$ cat config.mk
export PLATFORM = sky130hd
export DESIGN_NAME = i8086_instruction_decoder_unit
export DESIGN_NICKNAME = d
export VERILOG_FILES = /design/src/hw/rtl/i86dec_pkg.sv /design/src/hw/rtl/i8086_instruction_decoder_unit.sv /design/src/hw/rtl/i86dec_core.sv
export SDC_FILE = /design/constraint.sdc
export NUM_CORES = 1
export LEC_CHECK = 0
export BUFFER_PORTS_ARGS = -buffer_cell sky130_fd_sc_hd__buf_2
export CORE_MARGIN = 5
export CORE_UTILIZATION = 55
export CTS_BUF_LIST = sky130_fd_sc_hd__clkbuf_4
export CTS_CLUSTER_DIAMETER = 100
export CTS_CLUSTER_SIZE = 30
export DETAILED_ROUTE_END_ITERATION = 8
export GPL_TIMING_DRIVEN = 0
export PLACE_DENSITY = 0.87
export SYNTH_ARGS = -nofsm -noshare
export SYNTH_HDL_FRONTEND = slang
export SYNTH_HIERARCHICAL = 1
export SYNTH_SLANG_ARGS = --single-unit
$ cat constraint.sdc
create_clock -name i_clk -period 10.37 [get_ports i_clk]
set_clock_uncertainty 0.1 [all_clocks]
set_input_delay 0 -clock i_clk [delete_from_list [all_inputs] [get_ports i_clk]]
set_output_delay 0 -clock i_clk [all_outputs]
set_load 0.01 [all_outputs]
$ cat src/hw/rtl/i86dec_pkg.sv
// Shared types, codes and opcode classification for the 8086 instruction decoder.
package i86dec_pkg;

    localparam int unsigned IN_W  = 8;
    localparam int unsigned REC_W = 57;
    localparam int unsigned OUT_W = 64;
    localparam int unsigned PAD_W = OUT_W - REC_W;

    // Record kinds
    localparam logic [3:0] K_MOV_RM     = 4'd0;
    localparam logic [3:0] K_MOV_IMM_R  = 4'd1;
    localparam logic [3:0] K_MOV_IMM_RM = 4'd2;
    localparam logic [3:0] K_MEM_ACC    = 4'd3;
    localparam logic [3:0] K_ACC_MEM    = 4'd4;
    localparam logic [3:0] K_ARI_RM     = 4'd5;
    localparam logic [3:0] K_ARI_IMM_RM = 4'd6;
    localparam logic [3:0] K_ARI_IMM_A  = 4'd7;
    localparam logic [3:0] K_JUMP       = 4'd8;
    localparam logic [3:0] K_ERROR      = 4'd9;

    // Arithmetic operations
    localparam logic [1:0] OP_ADD = 2'd0;
    localparam logic [1:0] OP_SUB = 2'd1;
    localparam logic [1:0] OP_CMP = 2'd2;
    localparam logic [1:0] OP_UNK = 2'd3;

    // Group field values in bits 5:3
    localparam logic [2:0] GRP_ADD = 3'b000;
    localparam logic [2:0] GRP_SUB = 3'b101;
    localparam logic [2:0] GRP_CMP = 3'b111;

    typedef enum logic [5:0] {
        PH_OPCODE  = 6'b000001,
        PH_MODRM   = 6'b000010,
        PH_DISP_LO = 6'b000100,
        PH_DISP_HI = 6'b001000,
        PH_DATA_LO = 6'b010000,
        PH_DATA_HI = 6'b100000
    } t_phase;

    typedef struct packed {
        logic [7:0]  opcode;
        logic [15:0] data;
        logic [15:0] displacement;
        logic [2:0]  rm_field;
        logic [1:0]  mode;
        logic [2:0]  reg_field;
        logic        sign_extend;
        logic        wide;
        logic        to_register;
        logic [1:0]  operation;
        logic [3:0]  kind;
    } t_rec;

    typedef struct packed {
        logic halted;
        logic at_opcode;
    } t_status;

    function automatic logic [3:0] classify(input logic [7:0] b);
        logic [3:0] k;
        if (b[7:2] == 6'b100010)                   k = K_MOV_RM;
        else if (b[7:4] == 4'b1011)                k = K_MOV_IMM_R;
        else if (b[7:1] == 7'b1100011)             k = K_MOV_IMM_RM;
        else if (b[7:2] == 6'b101000)              k = b[1] ? K_ACC_MEM : K_MEM_ACC;
        else if (b[7:6] == 2'b00 && !b[2])         k = K_ARI_RM;
        else if (b[7:2] == 6'b100000)              k = K_ARI_IMM_RM;
        else if (b[7:6] == 2'b00 && b[2:1] == 2'b10) k = K_ARI_IMM_A;
        else if (b[7:4] == 4'b0111 || b[7:2] == 6'b111000) k = K_JUMP;
        else                                       k = K_ERROR;
        return k;
    endfunction

    function automatic logic [1:0] op_code(input logic [2:0] grp);
        logic [1:0] o;
        case (grp)
            GRP_ADD: o = OP_ADD;
            GRP_SUB: o = OP_SUB;
            GRP_CMP: o = OP_CMP;
            default: o = OP_UNK;
        endcase
        return o;
    endfunction

    function automatic logic has_modrm(input logic [3:0] k);
        return k == K_MOV_RM || k == K_MOV_IMM_RM || k == K_ARI_RM || k == K_ARI_IMM_RM;
    endfunction

endpackage

$ cat src/hw/rtl/i8086_instruction_decoder_unit.sv
// Top level of the 8086 instruction decoder: input register, decoder core, result register.
//
//  channel  | dir | tdata fields (lsb first)
//  ---------+-----+---------------------------------------------------------------
//  s_axis   | in  | code_byte[7:0]
//  m_axis   | out | kind[3:0] operation[5:4] to_register[6] wide[7] sign_extend[8]
//           |     | reg_field[11:9] mode[13:12] rm_field[16:14] displacement[32:17]
//           |     | data[48:33] opcode[56:49], zero pad [63:57]
//
// One code byte per cycle while no waiting result holds the decoder; the last byte of
// an instruction passes the input register, then the decoder core into the result register.
// Reset is synchronous, active low, and returns the decoder to the opcode phase.
// A waiting result holds the decoder, and with it the input once the input
// register is full; an empty input register still takes one request.
// After an unknown opcode the error record is sent and later bytes are taken
// and dropped until reset.
module i8086_instruction_decoder_unit (
    input  logic                             i_clk,
    input  logic                             i_rst_n,
    input  logic                             s_axis_tvalid,
    output logic                             s_axis_tready,
    input  logic [i86dec_pkg::IN_W-1:0]      s_axis_tdata,  // code_byte
    output logic                             m_axis_tvalid,
    input  logic                             m_axis_tready,
    output logic [i86dec_pkg::OUT_W-1:0]     m_axis_tdata   // see table above
);
    import i86dec_pkg::*;

    logic        r_in_valid;
    logic [7:0]  r_in_byte;
    logic        r_out_valid;
    t_rec        r_out_rec;

    logic        out_free;
    logic        step;
    logic        in_fire;
    logic        emit;
    t_rec        rec;
    t_status     status;

    assign out_free      = !r_out_valid || m_axis_tready;
    assign step          = r_in_valid && out_free;
    assign s_axis_tready = !r_in_valid || step;
    assign in_fire       = s_axis_tvalid && s_axis_tready;

    i86dec_core u_core (
        .i_clk    (i_clk),
        .i_rst_n  (i_rst_n),
        .i_step   (step),
        .i_byte   (r_in_byte),
        .o_emit   (emit),
        .o_rec    (rec),
        .o_status (status)
    );

    always_ff @(posedge i_clk) begin
        if (!i_rst_n) begin
            r_in_valid  <= 1'b0;
            r_out_valid <= 1'b0;
        end else begin
            if (in_fire)   r_in_valid <= 1'b1;
            else if (step) r_in_valid <= 1'b0;
            if (emit)               r_out_valid <= 1'b1;
            else if (m_axis_tready) r_out_valid <= 1'b0;
        end
    end

    always_ff @(posedge i_clk) begin
        if (in_fire) r_in_byte <= s_axis_tdata;
        if (emit)    r_out_rec <= rec;
    end

    assign m_axis_tvalid = r_out_valid;
    assign m_axis_tdata  = {{PAD_W{1'b0}}, r_out_rec};

    // a record always closes an instruction
    a_emit_closes: assert property (@(posedge i_clk) disable iff (!i_rst_n)
        emit |=> status.at_opcode)
        else $error("decoder not back at opcode phase after a record");

    // an error record halts the decoder
    a_error_halts: assert property (@(posedge i_clk) disable iff (!i_rst_n)
        (emit && rec.kind == K_ERROR) |=> status.halted)
        else $error("error record did not halt the decoder");

    // nothing leaves once halted
    a_halt_silent: assert property (@(posedge i_clk) disable iff (!i_rst_n)
        status.halted |-> !emit)
        else $error("record produced while halted");

    // a held input byte is not lost while the core waits
    a_in_hold: assert property (@(posedge i_clk) disable iff (!i_rst_n)
        (r_in_valid && !step) |=> (r_in_valid && $stable(r_in_byte)))
        else $error("pending input byte dropped");

endmodule

$ cat src/hw/rtl/i86dec_core.sv
// Decoder state, per-byte phase update and record assembly.
module i86dec_core (
    input  logic                    i_clk,
    input  logic                    i_rst_n,
    input  logic                    i_step,
    input  logic [7:0]              i_byte,
    output logic                    o_emit,
    output i86dec_pkg::t_rec        o_rec,
    output i86dec_pkg::t_status     o_status
);
    import i86dec_pkg::*;

    t_phase      r_phase, n_phase;
    logic [7:0]  r_opc, n_opc;
    logic [7:0]  r_modrm, n_modrm;
    logic [15:0] r_disp, n_disp;
    logic [15:0] r_data, n_data;
    logic        r_halted, n_halted;

    logic [3:0]  kind;
    logic        mrm;
    logic [1:0]  dlen;
    logic [1:0]  ilen;
    t_phase      nxt;
    t_rec        rec;

    always_comb begin
        n_opc   = r_opc;
        n_modrm = r_modrm;
        n_disp  = r_disp;
        n_data  = r_data;
        if (r_phase == PH_OPCODE) begin
            n_opc   = i_byte;
            n_modrm = '0;
            n_disp  = '0;
            n_data  = '0;
        end
        kind = classify(n_opc);
        mrm  = has_modrm(kind);

        // modrm-dependent lengths use the modrm byte as of this step
        if (r_phase == PH_MODRM) n_modrm = i_byte;

        if (kind == K_JUMP)                                 dlen = 2'd1;
        else if (!mrm)                                      dlen = 2'd0;
        else if (n_modrm[7:6] == 2'b01)                     dlen = 2'd1;
        else if (n_modrm[7:6] == 2'b10)                     dlen = 2'd2;
        else if (n_modrm[7:6] == 2'b00 && n_modrm[2:0] == 3'b110) dlen = 2'd2;
        else                                                dlen = 2'd0;

        case (kind)
            K_MOV_IMM_R:               ilen = n_opc[3] ? 2'd2 : 2'd1;
            K_MOV_IMM_RM, K_ARI_IMM_A: ilen = n_opc[0] ? 2'd2 : 2'd1;
            K_MEM_ACC, K_ACC_MEM:      ilen = 2'd2;
            K_ARI_IMM_RM:              ilen = (n_opc[1] || !n_opc[0]) ? 2'd1 : 2'd2;
            default:                   ilen = 2'd0;
        endcase

        case (r_phase)
            PH_DISP_LO: begin
                n_disp = {8'h00, i_byte};
                if (dlen == 2'd1 && i_byte[7]) n_disp[15:8] = 8'hFF;
            end
            PH_DISP_HI: n_disp = {i_byte, r_disp[7:0]};
            PH_DATA_LO: begin
                n_data = {8'h00, i_byte};
                if (kind == K_ARI_IMM_RM && ilen == 2'd1 && n_opc[1:0] == 2'b11 && i_byte[7])
                    n_data[15:8] = 8'hFF;
            end
            PH_DATA_HI: n_data = {i_byte, r_data[7:0]};
            default: ;
        endcase

        // advance to the next byte this instruction still needs
        case (r_phase)
            PH_OPCODE: begin
                if (kind == K_ERROR)     nxt = PH_OPCODE;
                else if (mrm)            nxt = PH_MODRM;
                else if (dlen != 2'd0)   nxt = PH_DISP_LO;
                else if (ilen != 2'd0)   nxt = PH_DATA_LO;
                else                     nxt = PH_OPCODE;
            end
            PH_MODRM: begin
                if (dlen != 2'd0)        nxt = PH_DISP_LO;
                else if (ilen != 2'd0)   nxt = PH_DATA_LO;
                else                     nxt = PH_OPCODE;
            end
            PH_DISP_LO: begin
                if (dlen == 2'd2)        nxt = PH_DISP_HI;
                else if (ilen != 2'd0)   nxt = PH_DATA_LO;
                else                     nxt = PH_OPCODE;
            end
            PH_DISP_HI: nxt = (ilen != 2'd0) ? PH_DATA_LO : PH_OPCODE;
            PH_DATA_LO: nxt = (ilen == 2'd2) ? PH_DATA_HI : PH_OPCODE;
            default:    nxt = PH_OPCODE;
        endcase

        rec              = '0;
        rec.kind         = kind;
        rec.displacement = n_disp;
        rec.data         = n_data;
        rec.opcode       = n_opc;
        if (kind <= K_ARI_IMM_A) rec.wide = n_opc[0];
        if (kind == K_MOV_IMM_R) begin
            rec.wide      = n_opc[3];
            rec.reg_field = n_opc[2:0];
        end
        if (kind == K_MOV_RM || kind == K_ARI_RM) rec.to_register = n_opc[1];
        if (kind == K_ARI_RM || kind == K_ARI_IMM_A) rec.operation = op_code(n_opc[5:3]);
        if (kind == K_ARI_IMM_RM) begin
            rec.operation   = op_code(n_modrm[5:3]);
            rec.sign_extend = n_opc[1];
        end
        if (mrm) begin
            rec.reg_field = n_modrm[5:3];
            rec.mode      = n_modrm[7:6];
            rec.rm_field  = n_modrm[2:0];
        end

        n_phase  = r_phase;
        n_halted = r_halted;
        o_emit   = 1'b0;
        if (i_step && !r_halted) begin
            n_phase = nxt;
            o_emit  = (nxt == PH_OPCODE);
            if (r_phase == PH_OPCODE && kind == K_ERROR) n_halted = 1'b1;
        end
    end

    always_ff @(posedge i_clk) begin
        if (!i_rst_n) begin
            r_phase  <= PH_OPCODE;
            r_opc    <= '0;
            r_modrm  <= '0;
            r_disp   <= '0;
            r_data   <= '0;
            r_halted <= 1'b0;
        end else begin
            r_phase  <= n_phase;
            r_halted <= n_halted;
            if (i_step && !r_halted) begin
                r_opc   <= n_opc;
                r_modrm <= n_modrm;
                r_disp  <= n_disp;
                r_data  <= n_data;
            end
        end
    end

    assign o_rec              = rec;
    assign o_status.halted    = r_halted;
    assign o_status.at_opcode = (r_phase == PH_OPCODE);

endmodule

Word-level counts from Yosys, hierarchy flattened:

Index checks and enable logic that the tools add are counted.

* register bits: 122
* bits of input ports: 12
* output and inout bits: 66
* word-level logic and storage cells: 141

* order comparisons: 1
* equal/unequal tests: 36
* muxes and demuxes: 47
* reduce and logical (&&, ||, !) cells: 37

Operators by type and width (count)
* $pmux W16 S2: 2
* $mux W8: 5
* $mux W16: 2
* $eq A6 B6 Y1 const B: 5
* $mux W6: 5
* $pmux W6 S5: 1
* $mux W4: 7
* $eq A4 B3 Y1 const B: 5
* $mux W2: 10
* $eq A3 B3 Y1 const B: 5
* $eq A4 B4 Y1 const B: 3
* $eq A6 B1 Y1 const B: 2
* $pmux W2 S3: 2
* $logic_and A1 B1 Y1: 11
* $eq A2 B2 Y1 const B: 5
* $logic_or A1 B1 Y1: 9
* $mux W3: 3
* $eq A4 B2 Y1 const B: 2
* $mux W1: 8
* $pmux W2 S4: 1
* $reduce_bool A2 Y1: 4
* $eq A7 B7 Y1 const B: 1
* $eq A2 B1 Y1 const B: 3
* $eq A6 B2 Y1 const B: 1
* other kinds (12): 19

Depth between registers and ports, before layout:

Gate-level depths: netlist of the first run.

* depth after elaboration: 26
* mapped depth: 11
* mapped depth without buffers: 9

Hierarchy:

Netlist of the first run, hierarchy kept.

By module, submodules not included
* i86dec_core: times used 1, cells each 485, area each 3652.3 um^2, sequential area each 1101.1 um^2
* i8086_instruction_decoder_unit: times used 1, cells each 82, area each 2112.0 um^2, sequential area each 1991.9 um^2

Least setup slack after synthesis of the first run:

No wires, ideal clock.

* path kind: flip-flop to flip-flop
* from: reg r_in_byte[4]
* to: reg r_out_rec (netlist bit m_axis_tdata[0]) (enable)
* arrival time: 5.993 ns
* required time: 9.725 ns
* setup slack: 3.732 ns
* stages on the path, launching flop included: 9
* buffers on the path: 1
* path through: edfxtp_1 -> clkbuf_1 -> or3b_1 -> a211o_1 -> mux2i_1 -> o211ai_1 -> o211a_1 -> o221a_2 -> nor3_1

* word-level cells in the longest chain between the ends: 24
* elaborated cells on any way between the ends: 48
* classes of those cells: eq/ne: 19; mux: 20; reduce/logical: 9

Ends and longest elaborated chain
* start, declared: line i8086_instruction_decoder_unit.sv:30 `logic [7:0] r_in_byte;`
* start signal, assigned: line i8086_instruction_decoder_unit.sv:69 `if (in_fire) r_in_byte <= s_axis_tdata;`
* $mux W8 *: line i86dec_core.sv:32 `if (r_phase == PH_OPCODE) begin`
* $eq A6 B6 Y1 / $eq A4 B3 Y1 (equally long branches): line i86dec_pkg.sv:69 `else if (b[7:4] == 4'b0111 || b[7:2] == 6'b111000) k = K_JUMP;`
* $logic_or A1 B1 Y1: line i86dec_pkg.sv:69
* $mux W1: line i86dec_pkg.sv:69
* $mux W4: line i86dec_pkg.sv:68 `else if (b[7:6] == 2'b00 && b[2:1] == 2'b10) k = K_ARI_IMM_A;`
* $mux W4: line i86dec_pkg.sv:67 `else if (b[7:2] == 6'b100000) k = K_ARI_IMM_RM;`
* $mux W4: line i86dec_pkg.sv:66 `else if (b[7:6] == 2'b00 && !b[2]) k = K_ARI_RM;`
* $mux W4: line i86dec_pkg.sv:65 `else if (b[7:2] == 6'b101000) k = b[1] ? K_ACC_MEM : K_MEM_ACC;`
* $mux W4: line i86dec_pkg.sv:64 `else if (b[7:1] == 7'b1100011) k = K_MOV_IMM_RM;`
* $mux W4: line i86dec_pkg.sv:63 `else if (b[7:4] == 4'b1011) k = K_MOV_IMM_R;`
* $mux W4 *: line i86dec_pkg.sv:62 `if (b[7:2] == 6'b100010) k = K_MOV_RM;`
* branches (longest 10 deep; another with $mux W6)
* $pmux W6 S5 *: line i86dec_core.sv:75 `case (r_phase)`
* $eq A6 B1 Y1 *: line i86dec_core.sv:125 `o_emit = (nxt == PH_OPCODE);`
* $mux W1 *: line i86dec_core.sv:123 `if (i_step && !r_halted) begin`
* via emit: line i8086_instruction_decoder_unit.sv:37 `logic emit;`
* end signal, assigned: line i8086_instruction_decoder_unit.sv:70 `if (emit) r_out_rec <= rec;`
* end, declared: line i8086_instruction_decoder_unit.sv:32 `t_rec r_out_rec;`

Mark *: on every way through the listed nets, which the timed path passes.
A chain may end at the register's enable or synchronous reset.

Final worst setup path of the first run:

* from: reg u_core.r_phase[1]
* to: reg r_out_rec (netlist bit m_axis_tdata[53]) (enable)

* word-level cells in the longest chain between the ends: 25
* elaborated cells on any way between the ends: 74
* classes of those cells: eq/ne: 28; mux: 29; reduce/logical: 17

Ends and longest elaborated chain
* start, declared: line i86dec_core.sv:13 `t_phase r_phase, n_phase;`
* start signal, assigned: line i86dec_core.sv:139 `r_phase <= n_phase;`
* branches (longest 22 deep; another with $mux W8)
* $pmux W6 S5 *: line i86dec_core.sv:75
* $eq A6 B1 Y1 *: line i86dec_core.sv:125
* $mux W1 *: line i86dec_core.sv:123
* via emit: line i8086_instruction_decoder_unit.sv:37

Marks and branches as above.

==> results.sh, run 1 <==
export IMPL_overflow=0
export IMPL_max_cap_viol_count=0
export IMPL_final_nets=689
export IMPL_rsz0062_at_grt="false"
export IMPL_min_path_type="in2reg"
export IMPL_p_int_uw=771.0
export IMPL_crit_required_ps=10500
export IMPL_drv_slew=0
export IMPL_grt_max_degree=17
export IMPL_slowest_delay_ps=660
export IMPL_first_iter_violations=479
export IMPL_syn_area_per_cell_sq_um=10.17
export IMPL_tightest_slew_ps=1080
export IMPL_num_rows=37
export IMPL_cp_top_family="compound AO/OA/AOI/OAI gates"
export IMPL_clk_pin_slew_ps=120
export IMPL_synth_cells=566
export IMPL_rrSetupSlack_ps=5860
export IMPL_critPathLaunchType="flop"
export IMPL_power_switching_uw=325.1
export IMPL_cts_buffers=17
export IMPL_die_width_um=112.3
export IMPL_area_delta_synth_final_pct=17.84
export IMPL_cts_root_buf="clkbuf_4"
export IMPL_postCtsResizedCells=0
export IMPL_timing_setup_tns_ps=0
export IMPL_grtUsageMet3=0.05930
export IMPL_wl_um=15980
export IMPL_path_buf_inv=4
export IMPL_routedWlPerCell_um=19.35
export IMPL_track_usage=0.2597
export IMPL_crit_chain="nor4_4 -> a22oi_1 -> a22o_1 -> a211oi_1 -> o21ai_1 -> o221a_2 -> nor3_2 -> buf_6 -> buf_6 -> buf_6 -> buf_6"
export IMPL_finalSetupViolCount=0
export IMPL_grt_pass1_wl_um=25960
export IMPL_hold_path_startpoint="m_axis_tready"
export IMPL_hold_path_end="r_in_byte[7]"
export IMPL_ys_warnings_count=6
export IMPL_htree_levels=4
export IMPL_hold_viol=0
export IMPL_seqPwrFrac=0.503
export IMPL_use_met2=0.4080
export IMPL_p_total_mw=1.096
export IMPL_p_leak_nw=2.824
export IMPL_vias=5035
export IMPL_syn_area_sq_um=5757
export IMPL_cpMostUsedCell="buf_6"
export IMPL_relSlewSlack=0.2746
export IMPL_holdPathStages=3
export IMPL_clk_latency_ps=520
export IMPL_grt_pass1_vias=4869
export IMPL_coreArea_sq_um=10280
export IMPL_drive_gt1_frac=0.1841
export IMPL_fillers=860
export IMPL_ioPinCount=78
export IMPL_antenna_found_initial=0
export IMPL_ant_nets=0
export IMPL_cts_sinks=122
export IMPL_grt_use_met1=0.3540
export IMPL_cts_path_max_buffers=2
export IMPL_hpwl_um=11080
export IMPL_cp_slowest_cell="nor3_2"
export IMPL_max_freq_ghz=0.2219
export IMPL_cp_end_kind="flop"
export IMPL_cts_tree="done"
export IMPL_start_util=0.5601
export IMPL_power_density_nw_per_um2=161.6
export IMPL_period_minus_slack_ps=4507
export IMPL_routabilityCongestion=0.9314
export IMPL_critical_path_max_fanout=15
export IMPL_grt_busiest_layer="met2"
export IMPL_fp_dieArea_sq_um=12610
export IMPL_status="finished clean"
export IMPL_p_sw_frac=0.2966
export IMPL_vias_per_cell=6.096
export IMPL_cts_setup_buffers=0
export IMPL_r2r_end="m_axis_tdata[53]"
export IMPL_r2r_start="u_core/r_phase[1]"
export IMPL_arrival_ps=4640
export IMPL_combPwrFrac=0.160
export IMPL_ctsHoldBuffers=12
export IMPL_worst_r2r_cell_count=11
export IMPL_fin_crit_sh=0.4346
export IMPL_pwr_share_clk=0.336
export IMPL_criticalPathCategory="reg2reg"
export IMPL_firstDrtPassIters=5
export IMPL_route_detailed_drc=0
export IMPL_startpoint="u_core/r_phase[1]"
export IMPL_ir_drop_mv=0.1038
export IMPL_antennaDiodeCount=0
export IMPL_numPortBuffers=70
export IMPL_die_height_um=112.3
[registers in the layout, summed over array words and instances (netlist names)]
signal	count
m_axis_tdata	57
m_axis_tvalid	1
r_in_byte	8
r_in_valid	1
u_core/r_data	16
u_core/r_disp	16
u_core/r_halted	1
u_core/r_modrm	8
u_core/r_opc	8
u_core/r_phase	6
[routing by layer]
metal  vias to the layer above  wire [um]
li1                       2315          -
met2                       261       7525
met4                         0        330
met3                        30       1366
met5                         -          0
met1                      2429       6761
[per-stage QoR]
step / setup slack, ps / instance area, sq um / cells / hold WS, ps / utilization
floorplan: 3732 / 5779 / 572 / -1.131 / -
finish: 5863 / 6784 / 826 / 64.20 / 0.6601
global route: 5592 / 6784 / 826 / 53.55 / 0.6601
CTS: 5879 / 6784 / 826 / 19.15 / 0.6601
detailed placement: 5904 / 6350 / 782 / 78.46 / 0.6178
global placement: 2018 / 6300 / 778 / 76.73 / 0.6130
[layout by cell type, fill, tap and decap left out, drive strengths merged, types with 4 or more instances in the layout]
master	count
o21ai	10
a21boi	26
nand2	99
a21oi	12
mux2i	8
a21o	18
and3	4
nor3	9
a22o	24
dlygate4sd3	12
nor2b	11
nand3b	5
nand4	17
nand3	26
clkbuf	56
o21a	5
inv	13
nor2	22
and2	9
nor3b	6
buf	85
conb	7
dfxtp	57
clkinv	5
o211a	14
edfxtp	65
a32oi	4
nand2b	5
a22oi	8
o22ai	6
[worst reg2reg max path, cell delays in order (launching register included)]
cell and delay, ps:
dfxtp_1 420, nor4_4 630, a22oi_1 410, a22o_1 310
a211oi_1 350, o21ai_1 180, o221a_2 340, nor3_2 660
buf_6 250, buf_6 180, buf_6 190, buf_6 200
[power by group through the flow]
stage	clock (mW)	combinational, mW	sequential, mW
2_1_floorplan	0	0.0974	0.574
3_3_place_gp	0	0.161	0.564
3_5_place_dp	0	0.169	0.562
4_1_cts	0.375	0.173	0.552
5_1_grt	0.399	0.191	0.554
6_report	0.369	0.176	0.552
[layout make-up]
class,count,area [sq um],share of cell area
sequential,122,3093,0.4559
multi-input combinational,392,2442,0.3600
timing repair buffer,86,515.5,0.07599
buffer,50,214.0,0.03154
clock inverter,15,186.4,0.02748
tap,136,170.2,0.02508
clock buffer,17,127.6,0.01881
inverter,8,35.03,0.005164
[worst max-delay path by stage]
stage                             to  cells past startpoint  slack (ps)
global route        m_axis_tdata[51]                     11        5590
floorplan            m_axis_tdata[0]                      8        3730
global placement     m_axis_tdata[2]                      7        2020
CTS                 m_axis_tdata[54]                     11        5880
finish              m_axis_tdata[53]                     11        5860
detailed placement   m_axis_tdata[2]                     11        5900
(Power assumes the default switching activity.)
==> run 2: changes to the inputs <==
Clock period 10.37 ns to 4.4 ns, I/O delays scaled along.
==> run 2 against run 1 <==
  * Combinational power up 140%
  * Total power up 140%
  * Maximum frequency up 15%
  * Non-clock buffer count up 4
  * Routed wire length up 0.34%
  * Global-route usage down 0.16 points
  * Critical endpoint is now m_axis_tvalid
  * Highest routed layer unchanged
==> results.sh, run 2 (synthesis gave the netlist of run 1 again) <==
export IMPL_grt_max_degree=26
export IMPL_ir_drop_mv=0.2582
export IMPL_critPathLaunchType="flop"
export IMPL_crit_required_ps=4710
export IMPL_rsz0062_at_grt="false"
export IMPL_ant_nets=0
export IMPL_clk_pin_slew_ps=110
export IMPL_max_cap_viol_count=0
export IMPL_layout_commonest_cell="nand2_1"
export IMPL_coreArea_sq_um=10280
export IMPL_pwr_share_clk=0.345
export IMPL_ioPinCount=78
export IMPL_overflow=0
export IMPL_cp_end_kind="flop"
export IMPL_p_sw_frac=0.2859
export IMPL_htree_levels=4
export IMPL_grt_pass1_wl_um=25720
export IMPL_antenna_found_initial=0
export IMPL_combPwrFrac=0.162
export IMPL_hold_viol=0
export IMPL_largest_register_ffs=57
export IMPL_track_usage=0.2581
export IMPL_wl_met2_um=7560
export IMPL_period_minus_slack_ps=3933
export IMPL_fillers=822
export IMPL_criticalPathCategory="reg2reg"
export IMPL_cp_slowest_cell="nor3b_1"
export IMPL_vias=5020
export IMPL_dr_wl_met3_um=1350
export IMPL_routedWlPerCell_um=19.32
export IMPL_relSlewSlack=0.2216
export IMPL_p_leak_nw=2.845
export IMPL_cts_sinks=122
export IMPL_tightest_slew_ps=1159
export IMPL_final_nets=693
export IMPL_num_rows=37
export IMPL_place_inst=780
export IMPL_finalSetupViolCount=0
export IMPL_drive_gt1_frac=0.1873
export IMPL_slowest_delay_ps=600
export IMPL_power_density_nw_per_um2=384.9
export IMPL_die_height_um=112.3
export IMPL_cts_root_buf="clkbuf_4"
export IMPL_power_switching_uw=752.1
export IMPL_vias_per_cell=6.048
export IMPL_start_util=0.5601
export IMPL_status="finished clean"
export IMPL_place_area_sq_um=6341
export IMPL_arrival_ps=4240
export IMPL_utilization=0.6651
export IMPL_grt_pass1_vias=4867
export IMPL_fin_crit_sh=0.8939
export IMPL_numPortBuffers=70
export IMPL_final_cell_mix="98 x nand2_1, 70 x buf_2, 65 x edfxtp_1"
export IMPL_first_iter_violations=459
export IMPL_regArea_sq_um=3093
export IMPL_max_freq_ghz=0.2543
export IMPL_instances_no_fill=830
export IMPL_cts_tree="done"
export IMPL_critical_path_max_fanout=10
export IMPL_route_detailed_drc=0
export IMPL_cts_buffers=17
export IMPL_crit_chain="clkbuf_1 -> nor3b_1 -> a31oi_1 -> mux2i_1 -> nor2_1 -> o21ai_0 -> nor3_4 -> buf_4 -> o21a_1 -> dlygate4sd3_1"
export IMPL_hpwl_um=10710
export IMPL_routabilityCongestion=0.9741
export IMPL_p_int_mw=1.879
export IMPL_fp_dieArea_sq_um=12610
export IMPL_area_delta_synth_final_pct=18.74
export IMPL_wl_met1_um=6808
export IMPL_clk_latency_ps=520
export IMPL_top_layer="met4"
export IMPL_finalInstanceArea_sq_um=6835
export IMPL_die_width_um=112.3
export IMPL_cts_path_max_buffers=2
export IMPL_seqPwrFrac=0.494
export IMPL_postCtsResizedCells=0
export IMPL_multi_input_area_sq_um=2449
export IMPL_firstDrtPassIters=5
export IMPL_drv_slew=0
export IMPL_antennaDiodeCount=0
export IMPL_min_path_type="in2reg"
export IMPL_wl_um=16040
[run 2: cell count changes in the layout (fill, tap and decap cells not counted), sizes merged]
cell,change
inv,-2
clkinv,-2
buf,+4
bufinv,+1
clkbuf,+1
clkinvlp,+2
[run 2: power groups by stage]
stage	clock network (mW)	logic [mW]	registers [mW]
3_5_place_dp	0	0.396	1.32
2_1_floorplan	0	0.232	1.35
5_1_grt	0.980	0.458	1.31
4_1_cts	0.923	0.407	1.30
3_3_place_gp	0	0.382	1.32
6_report	0.907	0.425	1.30
[run 2: worst paths after layout]
path	start	to	slack [ps]	depth (start not counted)
max	u_core/r_opc[7]	m_axis_tvalid	470	10
min	m_axis_tready	r_in_byte[0]	60	3
max reg2reg	u_core/r_opc[7]	m_axis_tvalid	470	10
min reg2reg	u_core/r_data[7]	u_core/r_data[7]	380	2
[run 2: worst max-delay path, delay by kind of cell, from the launching register on]
kind,cells,cell delay (ps)
and+or+nand+nor,3,1000
AOI/OAI and AO/OA,3,890
buffers and inverters,3,1030
muxes,1,490
DFF,1,320
[run 2: layer usage]
layer  vias to the layer above  GRT usage
li1                       2333          -
met2                       247     0.4096
met5                         -          0
met3                        25    0.05768
met1                      2415     0.3481
met4                         0    0.09535
[run 2: area by class of cell]
class / count / share of cell area
Buffer: 50 / 0.03130
Timing Repair Buffer: 90 / 0.07981
Clock buffer: 18 / 0.01977
Sequential cell: 122 / 0.4525
Multi-Input combinational cell: 392 / 0.3582
Inverter: 8 / 0.005125
Clock inverter: 14 / 0.02837
Tap cell: 136 / 0.02489
[run 2: timing repair]
action                                  CTS  global route
hold buffers                             12             0
endpoints found under the setup margin    0            26
hold endpoints to repair                 42             0
setup buffers                             0             6
[run 2: per-stage QoR]
stage / hold WS (ps) / TNS (ps) / power [mW] / worst slack (ps)
global route: 51.67 / 0 / 2.744 / 325.8
detailed placement: 78.12 / 0 / 1.721 / 197.7
floorplan: -1.131 / 0 / 1.579 / 412.8
global placement: 76.95 / -31220 / 1.705 / -547.9
finish: 62.57 / 0 / 2.631 / 467.0
CTS: 11.08 / 0 / 2.629 / 165.3
==> run 3: changes to the inputs <==
Settings changed: CORE_MARGIN 5 to 3.
==> run 3 against run 2 <==
  * Register-to-register slack got worse by 170 ps
  * Worst hold slack gained 17 ps
  * Critical path type unchanged
  * Global-route usage rose by 2.2 points
==> results.sh, run 3 (synthesis gave the netlist of run 1 again) <==
export IMPL_status="finished clean"
export IMPL_rsz0062_at_grt="false"
export IMPL_grt_max_degree=26
export IMPL_p_leak_nw=2.833
export IMPL_r2r_end="m_axis_tvalid"
export IMPL_hold_path_startpoint="m_axis_tready"
export IMPL_area_delta_synth_final_pct=18.43
export IMPL_wl_um=15760
export IMPL_r2r_start="u_core/r_opc[7]"
export IMPL_final_cell_mix="98 x nand2_1, 70 x buf_2, 65 x edfxtp_1"
export IMPL_grt_pass1_wl_um=24800
export IMPL_vias_per_cell=6.089
export IMPL_clk_latency_ps=510
export IMPL_cts_tree="done"
export IMPL_grt_use_met1=0.3729
export IMPL_cts_root_buf="clkbuf_4"
export IMPL_arrival_ps=4410
export IMPL_htree_levels=4
export IMPL_timing_setup_tns_ps=0
export IMPL_hold_path_end="r_in_byte[0]"
export IMPL_power_density_nw_per_um2=360.8
export IMPL_period_minus_slack_ps=4099
export IMPL_place_inst=777
export IMPL_fp_dieArea_sq_um=11730
export IMPL_fin_crit_sh=0.9316
export IMPL_criticalPathCategory="reg2reg"
export IMPL_holdWs_ps=79.50
export IMPL_place_area_sq_um=6362
export IMPL_largest_register_ffs=57
export IMPL_cts_sinks=122
export IMPL_finalSetupViolCount=0
export IMPL_fillers=753
export IMPL_max_cap_viol_count=0
export IMPL_worst_r2r_cell_count=10
export IMPL_ir_drop_mv=0.2305
export IMPL_finalInstanceArea_sq_um=6818
export IMPL_clk_pin_slew_ps=110
export IMPL_antennaDiodeCount=0
export IMPL_cp_end_kind="flop"
export IMPL_num_rows=36
export IMPL_use_met2=0.4458
export IMPL_grtUsageMet3=0.05075
export IMPL_routabilityCongestion=0.9725
export IMPL_antenna_found_initial=0
export IMPL_route_detailed_drc=0
export IMPL_p_total_mw=2.460
export IMPL_numPortBuffers=70
export IMPL_cts_path_max_buffers=2
export IMPL_overflow=0
export IMPL_final_nets=693
export IMPL_first_iter_violations=430
export IMPL_start_util=0.5783
export IMPL_track_usage=0.2797
export IMPL_rrSetupSlack_ps=300
export IMPL_critical_path_max_fanout=10
export IMPL_ant_nets=0
export IMPL_layout_setup_ws_ps=300.8
export IMPL_regArea_sq_um=3093
export IMPL_vias=5036
export IMPL_ioPinCount=78
export IMPL_critPathLaunchType="flop"
export IMPL_crit_required_ps=4710
export IMPL_cts_buffers=17
export IMPL_relSlewSlack=0.2358
export IMPL_instances_no_fill=827
export IMPL_hold_viol=0
export IMPL_tightest_slew_ps=1138
export IMPL_grt_pass1_vias=4869
export IMPL_coreArea_sq_um=9955
export IMPL_die_height_um=108.3
export IMPL_pre_cts_ws_ps=122.9
export IMPL_holdPathStages=3
export IMPL_hpwl_um=10750
export IMPL_die_width_um=108.3
export IMPL_drv_slew=0
export IMPL_routedWlPerCell_um=19.05
export IMPL_multi_input_area_sq_um=2449
export IMPL_drive_gt1_frac=0.1888
export IMPL_layout_commonest_cell="nand2_1"
export IMPL_max_freq_ghz=0.2440
export IMPL_min_path_type="in2reg"
export IMPL_utilization=0.6849
export IMPL_grt_busiest_layer="met2"
export IMPL_firstDrtPassIters=6
==> run 3: power by group <==
| part | switching, mW | total [mW] | internal (mW) |
|---|---|---|---|
| clock | 0.430 | 0.726 | 0.295 |
| combinational | 0.281 | 0.436 | 0.155 |
| sequential | 0.0243 | 1.30 | 1.27 |
==> run 3: critical path, cell delays in order, from the launching register on <==
cell and delay [ps]:
dfxtp_1 320, clkbuf_1 290, nor3b_1 560, a31oi_1 190, mux2i_1 550, nor2_1 390, o21ai_0 570, nor3_4 110
buf_12 170, o21a_1 190, dlygate4sd3_1 560
==> run 3: worst max-delay path by stage <==
stage,end,from,cells after the start
after global placement,m_axis_tdata[55],u_core/r_phase[1],6
after CTS,m_axis_tvalid,u_core/r_phase[1],8
final,m_axis_tvalid,u_core/r_opc[7],10
after detailed placement,m_axis_tdata[56],u_core/r_phase[1],8
after floorplan,m_axis_tdata[0],r_in_byte[4],8
after global routing,m_axis_tvalid,u_core/r_opc[7],10
==> run 3: final cells by class <==
class | count | share of cell area
flip-flops and latches | 122 | 0.4537
multi-input cells | 392 | 0.3591
repair buffers | 90 | 0.08736
plain buffers | 50 | 0.03138
well taps | 133 | 0.02441
clock buffers | 19 | 0.02092
clock inverters | 13 | 0.01799
inverters | 8 | 0.005139
==> run 3: routing by layer <==
layer,wire length (um),up-vias
met2,7504,281
li1,-,2326
met4,403,0
met1,6517,2393
met5,0,-
met3,1332,36
==> run 3: repair_timing <==
item	CTS	global route
endpoints found under the hold margin	43	0
endpoints found under the setup margin	0	26
buffers inserted	0	6
gates resized for setup	0	0
hold buffers	12	0
